===== src/design/rau_pkg.sv =====
// ----------------------------------------------------------------------------
// rau_pkg
// Shared types, widths and codes for the rational arithmetic unit.
// ----------------------------------------------------------------------------
`default_nettype none

package rau_pkg;

  // magnitude width of numerators and denominators
  localparam int MAG_BITS = 16;
  // working width: a sum of two 2*MAG_BITS products plus sign headroom
  localparam int DW       = 2 * MAG_BITS + 2;
  // counter width for the iterative units
  localparam int CW       = $clog2(DW + 1);

  typedef logic [MAG_BITS-1:0]   mag_t;
  typedef logic [2*MAG_BITS-1:0] prod_t;
  typedef logic [DW-1:0]         wide_t;
  typedef logic [CW-1:0]         cnt_t;

  // command codes
  localparam logic [2:0] CMD_ADD = 3'd0;
  localparam logic [2:0] CMD_SUB = 3'd1;
  localparam logic [2:0] CMD_MUL = 3'd2;
  localparam logic [2:0] CMD_DIV = 3'd3;
  localparam logic [2:0] CMD_CMP = 3'd4;

  // status codes
  localparam logic [1:0] ST_OK   = 2'd0;
  localparam logic [1:0] ST_ZDEN = 2'd1;
  localparam logic [1:0] ST_OVF  = 2'd2;

  typedef struct packed {
    logic [2:0] cmd;
    logic       a_neg;
    mag_t       a_num;
    mag_t       a_den;
    logic       b_neg;
    mag_t       b_num;
    mag_t       b_den;
  } in_item_t;

  typedef struct packed {
    logic       res_neg;
    mag_t       res_num;
    mag_t       res_den;
    logic       greater;
    logic       less;
    logic       equal;
    logic [1:0] status;
  } out_item_t;

  typedef enum logic [3:0] {
    S_IDLE, S_DEC, S_GCD1, S_DIVA, S_DIVB, S_MUL1, S_MUL2, S_MUL3,
    S_SUM, S_MULN, S_MULD, S_FIN, S_GCD2, S_DIVN, S_DIVD, S_OUT
  } state_t;

  // zero-extend a magnitude to the working width
  function automatic wide_t zx_mag(input mag_t v);
    return {{(DW - MAG_BITS){1'b0}}, v};
  endfunction

  // result item for compare and unused commands before flags are set
  function automatic out_item_t blank_out();
    out_item_t o;
    o         = '0;
    o.res_den = {{(MAG_BITS - 1){1'b0}}, 1'b1};
    return o;
  endfunction

endpackage

`default_nettype wire


===== src/design/rau_gcd.sv =====
// ----------------------------------------------------------------------------
// rau_gcd
// Iterative binary GCD, one shift or subtract step per cycle. Both operands
// must be nonzero.
// ----------------------------------------------------------------------------
`default_nettype none

module rau_gcd (
  input  wire logic          clk,
  input  wire logic          rst_n,
  input  wire logic          start,
  input  wire rau_pkg::wide_t x_in,
  input  wire rau_pkg::wide_t y_in,
  output logic               done,
  output rau_pkg::wide_t     g
);

  rau_pkg::wide_t x_r, x_nxt;
  rau_pkg::wide_t y_r, y_nxt;
  rau_pkg::cnt_t  k_r, k_nxt;
  logic           run_r, run_nxt;
  logic           sh_r, sh_nxt;
  logic           done_r, done_nxt;

  // reduce phase, then shift back the common power of two
  always_comb begin
    x_nxt    = x_r;
    y_nxt    = y_r;
    k_nxt    = k_r;
    run_nxt  = run_r;
    sh_nxt   = sh_r;
    done_nxt = 1'b0;
    if (start) begin
      x_nxt   = x_in;
      y_nxt   = y_in;
      k_nxt   = '0;
      run_nxt = 1'b1;
      sh_nxt  = 1'b0;
    end else if (run_r && !sh_r) begin
      if (x_r == y_r) begin
        sh_nxt = 1'b1;
      end else if (!x_r[0] && !y_r[0]) begin
        x_nxt = x_r >> 1;
        y_nxt = y_r >> 1;
        k_nxt = k_r + rau_pkg::cnt_t'(1);
      end else if (!x_r[0]) begin
        x_nxt = x_r >> 1;
      end else if (!y_r[0]) begin
        y_nxt = y_r >> 1;
      end else if (x_r > y_r) begin
        x_nxt = x_r - y_r;
      end else begin
        y_nxt = y_r - x_r;
      end
    end else if (run_r) begin
      if (k_r == '0) begin
        run_nxt  = 1'b0;
        done_nxt = 1'b1;
      end else begin
        x_nxt = x_r << 1;
        k_nxt = k_r - rau_pkg::cnt_t'(1);
      end
    end
  end

  always_ff @(posedge clk) begin
    x_r <= x_nxt;
    y_r <= y_nxt;
    k_r <= k_nxt;
    if (!rst_n) begin
      run_r  <= 1'b0;
      sh_r   <= 1'b0;
      done_r <= 1'b0;
    end else begin
      run_r  <= run_nxt;
      sh_r   <= sh_nxt;
      done_r <= done_nxt;
    end
  end

  assign done = done_r;
  assign g    = x_r;

endmodule

`default_nettype wire


===== src/design/rau_div.sv =====
// ----------------------------------------------------------------------------
// rau_div
// Restoring unsigned divider, one quotient bit per cycle. Divisor nonzero.
// ----------------------------------------------------------------------------
`default_nettype none

module rau_div (
  input  wire logic           clk,
  input  wire logic           rst_n,
  input  wire logic           start,
  input  wire rau_pkg::wide_t dividend,
  input  wire rau_pkg::wide_t divisor,
  output logic                done,
  output rau_pkg::wide_t      quotient
);

  rau_pkg::wide_t            rem_r, rem_nxt;
  rau_pkg::wide_t            quo_r, quo_nxt;
  rau_pkg::wide_t            dvs_r, dvs_nxt;
  rau_pkg::cnt_t             cnt_r, cnt_nxt;
  logic                      run_r, run_nxt;
  logic                      done_r, done_nxt;
  logic [rau_pkg::DW:0]      rem_sh;
  logic [rau_pkg::DW:0]      diff;

  // shift in the next dividend bit and try the subtract
  always_comb begin
    rem_sh   = {rem_r, quo_r[rau_pkg::DW-1]};
    diff     = rem_sh - {1'b0, dvs_r};
    rem_nxt  = rem_r;
    quo_nxt  = quo_r;
    dvs_nxt  = dvs_r;
    cnt_nxt  = cnt_r;
    run_nxt  = run_r;
    done_nxt = 1'b0;
    if (start) begin
      rem_nxt = '0;
      quo_nxt = dividend;
      dvs_nxt = divisor;
      cnt_nxt = rau_pkg::CW'(rau_pkg::DW);
      run_nxt = 1'b1;
    end else if (run_r) begin
      if (!diff[rau_pkg::DW]) begin
        rem_nxt = diff[rau_pkg::DW-1:0];
        quo_nxt = {quo_r[rau_pkg::DW-2:0], 1'b1};
      end else begin
        rem_nxt = rem_sh[rau_pkg::DW-1:0];
        quo_nxt = {quo_r[rau_pkg::DW-2:0], 1'b0};
      end
      cnt_nxt = cnt_r - rau_pkg::cnt_t'(1);
      if (cnt_r == rau_pkg::CW'(1)) begin
        run_nxt  = 1'b0;
        done_nxt = 1'b1;
      end
    end
  end

  always_ff @(posedge clk) begin
    rem_r <= rem_nxt;
    quo_r <= quo_nxt;
    dvs_r <= dvs_nxt;
    cnt_r <= cnt_nxt;
    if (!rst_n) begin
      run_r  <= 1'b0;
      done_r <= 1'b0;
    end else begin
      run_r  <= run_nxt;
      done_r <= done_nxt;
    end
  end

  assign done     = done_r;
  assign quotient = quo_r;

endmodule

`default_nettype wire


===== src/design/rational_arithmetic_unit_core.sv =====
// ----------------------------------------------------------------------------
// rational_arithmetic_unit_core
// Exact sign-magnitude rational add, subtract, multiply, divide and compare
// with GCD reduction and saturation, run by a sequencer over one GCD unit,
// one divider and one 16x16 multiplier.
// ----------------------------------------------------------------------------
//  channel | ports                           | direction | payload
//  input   | in_valid, in_stall, in_data     | in        | rau_pkg::in_item_t
//  result  | out_valid, out_stall, out_data  | out       | rau_pkg::out_item_t
//
//  One item at a time. Add/sub/compare: a GCD of the denominators, two
//  divides and three multiplies; every arithmetic result with nonzero
//  numerator and denominator then takes a GCD and two more divides. The
//  binary GCD unit takes one step per cycle.
//  Reset is synchronous, active low; no clearing pass. in_stall is high
//  while an item is at work; a finished item waits in the output register.
// ----------------------------------------------------------------------------
`default_nettype none

module rational_arithmetic_unit_core (
  input  wire logic               clk,
  input  wire logic               rst_n,
  input  wire logic               in_valid,
  output logic                    in_stall,
  input  wire rau_pkg::in_item_t  in_data,
  output logic                    out_valid,
  input  wire logic               out_stall,
  output rau_pkg::out_item_t      out_data
);

  rau_pkg::state_t    state_r, state_nxt;
  rau_pkg::in_item_t  item_r, item_nxt;
  rau_pkg::out_item_t res_r, res_nxt;
  rau_pkg::out_item_t odata_r, odata_nxt;
  logic               ovalid_r, ovalid_nxt;
  rau_pkg::mag_t      sa_r, sa_nxt;
  rau_pkg::mag_t      sb_r, sb_nxt;
  rau_pkg::prod_t     ma_r, ma_nxt;
  rau_pkg::prod_t     mb_r, mb_nxt;
  rau_pkg::wide_t     num_r, num_nxt;
  rau_pkg::wide_t     den_r, den_nxt;
  logic               neg_r, neg_nxt;

  logic               gcd_start, gcd_done;
  rau_pkg::wide_t     gcd_x, gcd_y, gcd_g;
  logic               div_start, div_done;
  rau_pkg::wide_t     div_n, div_d, div_q;

  rau_pkg::mag_t      mul_a, mul_b;
  rau_pkg::prod_t     prod;
  rau_pkg::wide_t     sma, smb, rsum, rmag;
  logic               num_ovf, den_ovf;

  rau_gcd u_gcd (
    .clk   (clk),
    .rst_n (rst_n),
    .start (gcd_start),
    .x_in  (gcd_x),
    .y_in  (gcd_y),
    .done  (gcd_done),
    .g     (gcd_g)
  );

  rau_div u_div (
    .clk      (clk),
    .rst_n    (rst_n),
    .start    (div_start),
    .dividend (div_n),
    .divisor  (div_d),
    .done     (div_done),
    .quotient (div_q)
  );

  // operand selection for the shared units
  always_comb begin
    gcd_x = rau_pkg::zx_mag(item_r.a_den);
    gcd_y = rau_pkg::zx_mag(item_r.b_den);
    if (state_r == rau_pkg::S_FIN) begin
      gcd_x = num_r;
      gcd_y = den_r;
    end
    div_d = gcd_g;
    unique case (state_r)
      rau_pkg::S_GCD1: div_n = rau_pkg::zx_mag(item_r.b_den);
      rau_pkg::S_DIVA: div_n = rau_pkg::zx_mag(item_r.a_den);
      rau_pkg::S_GCD2: div_n = num_r;
      default:         div_n = den_r;
    endcase
    unique case (state_r)
      rau_pkg::S_MUL1: begin mul_a = item_r.a_den; mul_b = sa_r;          end
      rau_pkg::S_MUL2: begin mul_a = item_r.a_num; mul_b = sa_r;          end
      rau_pkg::S_MUL3: begin mul_a = item_r.b_num; mul_b = sb_r;          end
      rau_pkg::S_MULN: begin
        mul_a = item_r.a_num;
        mul_b = (item_r.cmd == rau_pkg::CMD_DIV) ? item_r.b_den : item_r.b_num;
      end
      default: begin
        mul_a = item_r.a_den;
        mul_b = (item_r.cmd == rau_pkg::CMD_DIV) ? item_r.b_num : item_r.b_den;
      end
    endcase
    prod = rau_pkg::prod_t'(mul_a) * rau_pkg::prod_t'(mul_b);
  end

  // signed sum or difference of the scaled numerators
  always_comb begin
    sma  = item_r.a_neg ? (rau_pkg::wide_t'(0) - {2'b00, ma_r}) : {2'b00, ma_r};
    smb  = item_r.b_neg ? (rau_pkg::wide_t'(0) - {2'b00, mb_r}) : {2'b00, mb_r};
    rsum = (item_r.cmd == rau_pkg::CMD_ADD) ? (sma + smb) : (sma - smb);
    rmag = rsum[rau_pkg::DW-1] ? (rau_pkg::wide_t'(0) - rsum) : rsum;
    num_ovf = |num_r[rau_pkg::DW-1:rau_pkg::MAG_BITS];
    den_ovf = |den_r[rau_pkg::DW-1:rau_pkg::MAG_BITS];
  end

  // sequencer
  always_comb begin
    state_nxt  = state_r;
    item_nxt   = item_r;
    res_nxt    = res_r;
    sa_nxt     = sa_r;
    sb_nxt     = sb_r;
    ma_nxt     = ma_r;
    mb_nxt     = mb_r;
    num_nxt    = num_r;
    den_nxt    = den_r;
    neg_nxt    = neg_r;
    gcd_start  = 1'b0;
    div_start  = 1'b0;
    odata_nxt  = odata_r;
    ovalid_nxt = ovalid_r && out_stall;
    unique case (state_r)
      rau_pkg::S_IDLE: begin
        if (in_valid) begin
          item_nxt  = in_data;
          state_nxt = rau_pkg::S_DEC;
        end
      end
      rau_pkg::S_DEC: begin
        res_nxt = rau_pkg::blank_out();
        neg_nxt = item_r.a_neg ^ item_r.b_neg;
        case (item_r.cmd) inside
          rau_pkg::CMD_ADD, rau_pkg::CMD_SUB, rau_pkg::CMD_CMP: begin
            if (item_r.a_den == '0 || item_r.b_den == '0) begin
              // zero denominator: both scaled numerators and the LCM are zero
              ma_nxt    = '0;
              mb_nxt    = '0;
              den_nxt   = '0;
              state_nxt = rau_pkg::S_SUM;
            end else begin
              gcd_start = 1'b1;
              state_nxt = rau_pkg::S_GCD1;
            end
          end
          rau_pkg::CMD_MUL, rau_pkg::CMD_DIV: state_nxt = rau_pkg::S_MULN;
          default:                            state_nxt = rau_pkg::S_OUT;
        endcase
      end
      rau_pkg::S_GCD1: begin
        if (gcd_done) begin
          div_start = 1'b1;
          state_nxt = rau_pkg::S_DIVA;
        end
      end
      rau_pkg::S_DIVA: begin
        if (div_done) begin
          sa_nxt    = div_q[rau_pkg::MAG_BITS-1:0];
          div_start = 1'b1;
          state_nxt = rau_pkg::S_DIVB;
        end
      end
      rau_pkg::S_DIVB: begin
        if (div_done) begin
          sb_nxt    = div_q[rau_pkg::MAG_BITS-1:0];
          state_nxt = rau_pkg::S_MUL1;
        end
      end
      rau_pkg::S_MUL1: begin
        den_nxt   = {2'b00, prod};
        state_nxt = rau_pkg::S_MUL2;
      end
      rau_pkg::S_MUL2: begin
        ma_nxt    = prod;
        state_nxt = rau_pkg::S_MUL3;
      end
      rau_pkg::S_MUL3: begin
        mb_nxt    = prod;
        state_nxt = rau_pkg::S_SUM;
      end
      rau_pkg::S_SUM: begin
        if (item_r.cmd == rau_pkg::CMD_CMP) begin
          res_nxt.less    = rsum[rau_pkg::DW-1];
          res_nxt.equal   = (rsum == '0);
          res_nxt.greater = !rsum[rau_pkg::DW-1] && (rsum != '0);
          state_nxt       = rau_pkg::S_OUT;
        end else begin
          num_nxt   = rmag;
          neg_nxt   = rsum[rau_pkg::DW-1];
          state_nxt = rau_pkg::S_FIN;
        end
      end
      rau_pkg::S_MULN: begin
        num_nxt   = {2'b00, prod};
        state_nxt = rau_pkg::S_MULD;
      end
      rau_pkg::S_MULD: begin
        den_nxt   = {2'b00, prod};
        state_nxt = rau_pkg::S_FIN;
      end
      rau_pkg::S_FIN: begin
        res_nxt.res_neg = neg_r;
        if (den_r == '0) begin
          res_nxt.res_num = rau_pkg::mag_t'(1);
          res_nxt.res_den = rau_pkg::mag_t'(1);
          res_nxt.status  = rau_pkg::ST_ZDEN;
          state_nxt       = rau_pkg::S_OUT;
        end else if (num_r == '0) begin
          // zero numerator is left unreduced
          state_nxt = rau_pkg::S_DIVD;
        end else begin
          gcd_start = 1'b1;
          state_nxt = rau_pkg::S_GCD2;
        end
      end
      rau_pkg::S_GCD2: begin
        if (gcd_done) begin
          div_start = 1'b1;
          state_nxt = rau_pkg::S_DIVN;
        end
      end
      rau_pkg::S_DIVN: begin
        if (div_done) begin
          num_nxt   = div_q;
          div_start = 1'b1;
          state_nxt = rau_pkg::S_DIVD;
        end
      end
      rau_pkg::S_DIVD: begin
        // wait for the denominator quotient unless reduction was skipped
        if (div_done || num_r == '0) begin
          if (div_done) begin
            den_nxt = div_q;
          end
          state_nxt = rau_pkg::S_OUT;
        end
      end
      rau_pkg::S_OUT: begin
        if (!ovalid_r || !out_stall) begin
          odata_nxt  = res_r;
          ovalid_nxt = 1'b1;
          state_nxt  = rau_pkg::S_IDLE;
        end
      end
      default: state_nxt = rau_pkg::S_IDLE;
    endcase
    // saturate the reduced magnitudes on the way out of the divide stage
    if (state_r == rau_pkg::S_DIVD && (div_done || num_r == '0)) begin
      if (div_done) begin
        res_nxt.res_den = (|div_q[rau_pkg::DW-1:rau_pkg::MAG_BITS]) ? '1 :
                          div_q[rau_pkg::MAG_BITS-1:0];
      end else begin
        res_nxt.res_den = den_ovf ? '1 : den_r[rau_pkg::MAG_BITS-1:0];
      end
      res_nxt.res_num = num_ovf ? '1 : num_r[rau_pkg::MAG_BITS-1:0];
      res_nxt.status  = (num_ovf || (div_done ?
                         (|div_q[rau_pkg::DW-1:rau_pkg::MAG_BITS]) : den_ovf)) ?
                        rau_pkg::ST_OVF : rau_pkg::ST_OK;
    end
  end

  always_ff @(posedge clk) begin
    item_r  <= item_nxt;
    res_r   <= res_nxt;
    odata_r <= odata_nxt;
    sa_r    <= sa_nxt;
    sb_r    <= sb_nxt;
    ma_r    <= ma_nxt;
    mb_r    <= mb_nxt;
    num_r   <= num_nxt;
    den_r   <= den_nxt;
    neg_r   <= neg_nxt;
    if (!rst_n) begin
      state_r  <= rau_pkg::S_IDLE;
      ovalid_r <= 1'b0;
    end else begin
      state_r  <= state_nxt;
      ovalid_r <= ovalid_nxt;
    end
  end

  assign in_stall  = (state_r != rau_pkg::S_IDLE);
  assign out_valid = ovalid_r;
  assign out_data  = odata_r;

  // a new result is only loaded from the output state
  a_load_from_out: assert property (@(posedge clk) disable iff (!rst_n)
    $rose(ovalid_r) |-> $past(state_r == rau_pkg::S_OUT))
    else $error("result loaded outside output state");

  // GCD completions only arrive while the sequencer waits for them
  a_gcd_done_wait: assert property (@(posedge clk) disable iff (!rst_n)
    gcd_done |-> (state_r == rau_pkg::S_GCD1 || state_r == rau_pkg::S_GCD2))
    else $error("unexpected GCD completion");

  // divider completions only arrive while the sequencer waits for them
  a_div_done_wait: assert property (@(posedge clk) disable iff (!rst_n)
    div_done |-> (state_r == rau_pkg::S_DIVA || state_r == rau_pkg::S_DIVB ||
                  state_r == rau_pkg::S_DIVN || state_r == rau_pkg::S_DIVD))
    else $error("unexpected divider completion");

  // compare flags are exclusive and never come with a nonzero status
  a_flags: assert property (@(posedge clk) disable iff (!rst_n)
    ovalid_r |-> ($onehot0({odata_r.greater, odata_r.less, odata_r.equal}) &&
                  (!(odata_r.greater || odata_r.less || odata_r.equal) ||
                   odata_r.status == rau_pkg::ST_OK)))
    else $error("bad result flags");

endmodule

`default_nettype wire

===== config.mk =====
export PLATFORM = sky130hd
export DESIGN_NAME = rational_arithmetic_unit_core
export DESIGN_NICKNAME = d
export VERILOG_FILES = /design/src/design/rau_pkg.sv /design/src/design/rau_gcd.sv /design/src/design/rau_div.sv /design/src/design/rational_arithmetic_unit_core.sv
export SDC_FILE = /design/constraint.sdc
export NUM_CORES = 2
export LEC_CHECK = 0
export BUFFER_PORTS_ARGS = -buffer_cell sky130_fd_sc_hd__buf_4
export CAP_MARGIN = 10
export CORE_MARGIN = 4
export CORE_UTILIZATION = 55
export DETAILED_ROUTE_END_ITERATION = 7
export PLACE_DENSITY = 0.72
export SLEW_MARGIN = 20
export SYNTH_ARGS = -nofsm -noshare
export SYNTH_HDL_FRONTEND = slang
export SYNTH_HIERARCHICAL = 1
export SYNTH_SLANG_ARGS = --single-unit

===== constraint.sdc =====
create_clock -name clk -period 10.55 [get_ports clk]
set_input_delay 2.11 -clock clk [delete_from_list [all_inputs] [get_ports clk]]
set_output_delay 2.11 -clock clk [all_outputs]
set_load 0.02 [all_outputs]

# Word level (Yosys, flattened, before mapping)
# Index checks and enable logic that the tools add are counted.
[word_totals]
reg_bits = 502
out_inout_bits = 40
[classes]
n_addsub = 11
multipliers = 1
order_cmp = 1
n_eq_ne = 45
muxes = 97
bitwise = 4
n_reduce_logical = 68
[ops]
columns = ["cell", "n"]
rows = [
  ["$mux 34", 30],
  ["$pmux 34 s3", 3],
  ["$mux 32", 4],
  ["$pmux 32 s2", 2],
  ["$logic_not 34->1", 3],
  ["$sub 34x34->34", 3],
  ["$mux 16", 6],
  ["$pmux 33 s2", 1],
  ["$sub 1x32->33 const A", 2],
  ["$pmux 4 s16", 1],
  ["$reduce_or 18->1", 3],
  ["$pmux 16 s3", 1],
  ["$mux 4", 10],
  ["$sub 35x34->35", 1],
  ["$add 34x34->34", 1],
  ["$eq 34x34->1", 1],
  ["$gt 34x34->1", 1],
  ["$reduce_bool 34->1", 1],
  ["$sub 1x34->34 const A", 1],
  ["$eq 4x4->1 const B", 8],
  ["$logic_not 16->1", 2],
  ["$mul 16x16->32", 1],
  ["$pmux 16 s2", 1],
  ["$mux 6", 5],
  ["other kinds (41)", 135],
]

# Depth between registers and ports, before layout
[logic_depth]
depth_word = 8
depth_mapped = 33
ltp_nobuf = 29

# Cells and area by module
# The synthesis kept the hierarchy.
[modules_own_cells]
columns = ["module", "n_inst", "cells_each", "area_per_inst_um2"]
rows = [
  ["rational_arithmetic_unit_core", 1, 3118, 28304.6],
  ["rau_gcd", 1, 1070, 8396.8],
  ["rau_div", 1, 627, 6243.5],
]

# Worst setup path before layout
# No wires, ideal clock.
[synth_path]
path_kind = "reg2reg"
startpoint = "register state_r[1]"
endpoint = "register num_r[30] (data pin)"
setup_ns = 0.257
t_arrival_ns = 7.899
required_ns = 10.293
setup_slack_ns = 2.394
path_stages_with_launch = 30
period_less_slack_ns = 8.156
path_cell_list = "dfxtp_1 > clkbuf_1 > nand2b_1 > or2_2 > clkbuf_1 > nand2_1 > nor2_1 > clkbuf_1 > a221oi_1 > nor2_1 > fa_1 > fa_1 > fa_1 > fa_1 > fa_1 > inv_1 > fa_1 > inv_1 > ha_1 > clkbuf_1 > and2_0 > and4_1 > and2_1 > and4_1 > a22o_1 > o2111a_1 > a211oi_1 > o2bb2a_1 > o41a_1 > nand2_1"
[synth_via]
elab_chain_cells = 5
word_cells_on_any_way = 12
classes_between = "1 x mul; 6 x eq/ne; 3 x mux; 2 x reduce/logical"
[synth_rtl]
columns = ["element", "line", "source"]
rows = [
  ["start: declaration", "rational_arithmetic_unit_core.sv:31", "rau_pkg::state_t state_r, state_nxt;"],
  ["start signal: assignment", "rational_arithmetic_unit_core.sv:282", "state_r <= rau_pkg::S_IDLE;"],
  ["start signal: assignment", "rational_arithmetic_unit_core.sv:285", "state_r <= state_nxt;"],
  ["$eq 4x3->1 or $eq 4x4->1 (tied branches)", "rational_arithmetic_unit_core.sv:89, rational_arithmetic_unit_core.sv:131", ""],
  ["$reduce_or 2->1 (no source line)", "-", ""],
  ["$pmux 16 s3 or $pmux 16 s2 (tied branches)", "rational_arithmetic_unit_core.sv:89", "unique case (state_r)"],
  ["$mul 16x16->32", "rational_arithmetic_unit_core.sv:102", "prod = rau_pkg::prod_t'(mul_a) * rau_pkg::prod_t'(mul_b);"],
  ["$pmux 34 s3 *", "rational_arithmetic_unit_core.sv:131", "unique case (state_r)"],
  ["net num_nxt[30]", "rational_arithmetic_unit_core.sv:40", "rau_pkg::wide_t num_r, num_nxt;"],
  ["end signal: assignment", "rational_arithmetic_unit_core.sv:278", "num_r <= num_nxt;"],
  ["end: declaration", "rational_arithmetic_unit_core.sv:40", ""],
]
# The timed path passes the listed nets; every way through them passes the cells marked *.
# A chain may end at the register's enable or synchronous reset.

# Worst setup path in the final report
[layout_path]
startpoint = "register state_r[0]"
endpoint = "register num_r[31] (data pin)"
# The elaborated chain is that of the path after synthesis.

==> flow_metrics.py <==
metrics = {
    "yosys": {
        "ys_seq_area_frac": 0.3380,
        "synthArstFlopShare": 0,
        "synth_edf_count": 446,
        "synth_warnings": 6,
        "synth_compound_area_frac": 0.1796,
        "netlist_instances": 4815,
        "yosys.area_share.simple": 0.1859,
        "synth_common_cells": "nand2_1 (647), nor2_1 (447), edfxtp_1 (446)",
        "synthMuxAreaShare": 0.01841,
        "ys_top_cells_by_area": "edfxtp_1 (31%), fa_1 (9.3%), ha_1 (7.2%)",
        "yosysTopAreaCellShare": 0.3119,
        "synth_fa_ha_area_frac": 0.1653,
        "synth_top_family_by_area": "simple AND/OR/NAND/NOR gates",
        "syn_nets": 5335,
        "synth_area_um2": 42940,
        "synth-seq-cells": 502,
        "yosysMostFrequentCell": "nand2_1",
        "synth_top_area_cell": "edfxtp_1",
        "ys_dominant_reg_cell": "edfxtp_1",
        "synth_xor_xnor_area_share": 0.05171,
        "synth.distinct_cells": 108,
        "syn_area_per_cell_um2": 8.919,
    },
    "setup_path": {
        "reg2reg_depth": 27,
        "path_buf_inv": 4,
        "path_depth": 27,
        "max_stage_delay_ns": 0.97,
        "cp-start-kind": "flip-flop",
        "cpMostUsedCell": "fa_1",
        "required_ns": 10.94,
        "r2r_slack_ns": 1.29,
        "cp_slowest_cell": "dfxtp_2",
        "path_class": "reg -> reg",
        "crit_path_end": "num_r[31]$_DFFE_PP_",
        "cp-end-kind": "flip-flop",
        "setup.worst_path.start": "state_r[0]$_SDFFE_PN0P_",
        "critPathArrivalTime_ns": 9.65,
        "r2r_end": "num_r[31]$_DFFE_PP_",
        "critPathTopFamily": "adder cells",
        "reg2reg_from": "state_r[0]$_SDFFE_PN0P_",
        "path_max_fanout": 41,
    },
    "global_routing": {
        "grt_pass1_wl_mm": 217.9,
        "grt_pass1_vias": 35470,
        "grt_use_total": 0.3420,
        "grt_max_degree": 77,
        "grt-ovfl-total": 0,
        "antenna_found_initial": 3,
    },
    "finish": {
        "area_growth_pct": 9.218,
        "fin_nets": 5329,
        "num-fill-cells": 6811,
        "drive_gt1_frac": 0.08771,
    },
    "clock_tree": {
        "clkLatencyLatePin_ns": 0.68,
        "cts_made_buffers": 57,
        "clk_path_buf_depth": 3,
        "post_cts_resized": 0,
        "clock_sinks": 502,
        "clk_pin_slew_ns": 0.06,
        "cts_tree": "yes",
        "postCtsSetupBuffers": 0,
        "cts-root-buf": "clkbuf_16",
        "htreeDepth": 2,
        "cts-hold-fix-buffers": 0,
    },
    "routing": {
        "wl_mm": 145.0,
        "via_per_inst": 6.455,
        "wl_met2_mm": 66.02,
        "ant_nets": 0,
        "post-route-drc-count": 20,
        "drt_iter0_markers": 4943,
        "routed.top_layer": "met4",
        "first_pass_iters": 8,
        "wl_met1_mm": 57.93,
        "wl_met3_mm": 15.07,
        "via_count": 38070,
        "avgRoutedWirePerCell_um": 24.58,
    },
    "floorplan": {
        "num_rows": 102,
        "die_w_um": 287.4,
        "start_util": 0.5544,
        "coreArea_um2": 77470,
        "dieArea_um2": 82620,
        "fp.dieH_um": 287.4,
        "ioPinCount": 113,
    },
    "job": {
        "maxCapViolCount": 0,
    },
    "timing": {
        "hold_viol_final": 0,
        "rsz0062_at_grt": "no",
        "fmax_ghz": 0.1080,
        "maxSlewHeadroom": 0.2032,
        "setup_violations": 0,
        "worst_pin_slew_ns": 1.187,
        "finClkSkew_ns": 0.06591,
        "slew_violations": 0,
        "min_period_over_period": 0.8774,
        "period_minus_slack_ns": 9.256,
        "finalSetupTns_ns": 0,
    },
    "min_path": {
        "min_path_type": "reg -> reg",
    },
    "status": {
        "status": "complete, but fails checks",
        "violations": "DRC",
    },
    "placement": {
        "portBuffers": 112,
        "globalplace.congestion": 0.9917,
        "place_hpwl_mm": 110.0,
    },
}
cell type report:
cell class	instances	area (um2)	share of cell area
multi-input combinational	3640	25970	0.5537
sequential	502	14520	0.3095
timing repair buffer	206	1554	0.03313
inverter	402	1509	0.03217
clock buffer	63	1459	0.03110
tap	1040	1301	0.02774
clock inverter	44	593.1	0.01264
antenna	1	2.502	0.00005335
layout by cell type (no fill, tap or decap), drive strengths merged, types with 56 or more instances in the layout:
cell | synthesis | layout
clkbuf | 206 | 63
nor3 | 58 | 58
inv | 399 | 403
dfxtp | 56 | 56
nor2 | 447 | 447
ha | 248 | 248
nand2 | 647 | 647
xnor2 | 149 | 149
xor2 | 102 | 102
a21o | 73 | 73
and2 | 82 | 82
o21ai | 222 | 222
nand3 | 101 | 101
nand4 | 63 | 63
buf | 65 | 206
a21oi | 342 | 342
edfxtp | 446 | 446
fa | 199 | 199
state kept, by name, summed over array words and instances, names as in the netlist, 4 cells and up:
| register | flops |
|---|---|
| item_r | 69 |
| u_div/rem_r | 34 |
| num_r | 34 |
| out_data | 38 |
| u_gcd/k_r | 6 |
| u_div/cnt_r | 6 |
| sb_r | 16 |
| u_gcd/g | 34 |
| den_r | 34 |
| ma_r | 32 |
| res_r | 38 |
| state_r | 4 |
| sa_r | 16 |
| mb_r | 32 |
| u_div/dvs_r | 34 |
| u_div/quotient | 34 |
| u_gcd/y_r | 34 |
how the worst min path moves through the flow:
stage                       startpoint                      to  depth (start not counted)
6_report       res_r[35]$_SDFFCE_PN0P_  out_data[35]$_DFFE_PP_                          0
5_1_grt         res_r[2]$_SDFFCE_PN0P_   out_data[2]$_DFFE_PP_                          0
4_1_cts         res_r[2]$_SDFFCE_PN0P_   out_data[2]$_DFFE_PP_                          0
3_5_place_dp    res_r[2]$_SDFFCE_PN0P_   out_data[2]$_DFFE_PP_                          0
3_3_place_gp   res_r[12]$_SDFFCE_PN0P_  out_data[12]$_DFFE_PP_                          0
2_1_floorplan   res_r[0]$_SDFFCE_PP0P_   out_data[0]$_DFFE_PP_                          0
routing by layer:
metal / track usage / vias to the layer above
li1: - / 17130
met1: 0.4730 / 18480
met2: 0.5373 / 2100
met3: 0.06868 / 369
met4: 0.1209 / 0
met5: 0 / -
worst register-to-register path: cells and delay by family, from the launching register on:
family / cells / cell delay (ns)
buffers and inverters: 4 / 0.48
AO/OA/AOI/OAI: 8 / 2.59
flip-flops: 1 / 0.97
adder cells (fa/ha/maj): 7 / 3.58
AND/OR/NAND/NOR: 8 / 1.35
kinds of logic (layout without fill, tap and decap cells):
group / count (synthesis) / after routing
buffers and inverters: 673 / 715
flip-flops: 502 / 502
adder cells (fa/ha/maj): 448 / 448
AO/OA/AOI/OAI: 1160 / 1160
multiplexers: 74 / 74
other: 0 / 1
AND/OR/NAND/NOR: 1707 / 1707
XOR/XNOR: 251 / 251
per-stage QoR:
| step | area [um2] | hold slack [ns] | cells | utilization | setup WS [ns] |
|---|---|---|---|---|---|
| 5_1_grt | 46900 | 0.4238 | 5897 | 0.6054 | 0.8325 |
| 2_1_floorplan | 42940 | 0.4003 | 4815 | - | 2.394 |
| 6_report | 46900 | 0.4192 | 5898 | 0.6055 | 1.294 |
| 3_3_place_gp | 44830 | 0.4028 | 5789 | 0.5787 | 1.569 |
| 3_5_place_dp | 44830 | 0.4045 | 5789 | 0.5787 | 1.435 |
| 4_1_cts | 46880 | 0.4198 | 5896 | 0.6052 | 1.390 |
Power is left out: the tool's default activity adds up to more than one toggle a clock period on the data nets, which glitch-free logic cannot reach.
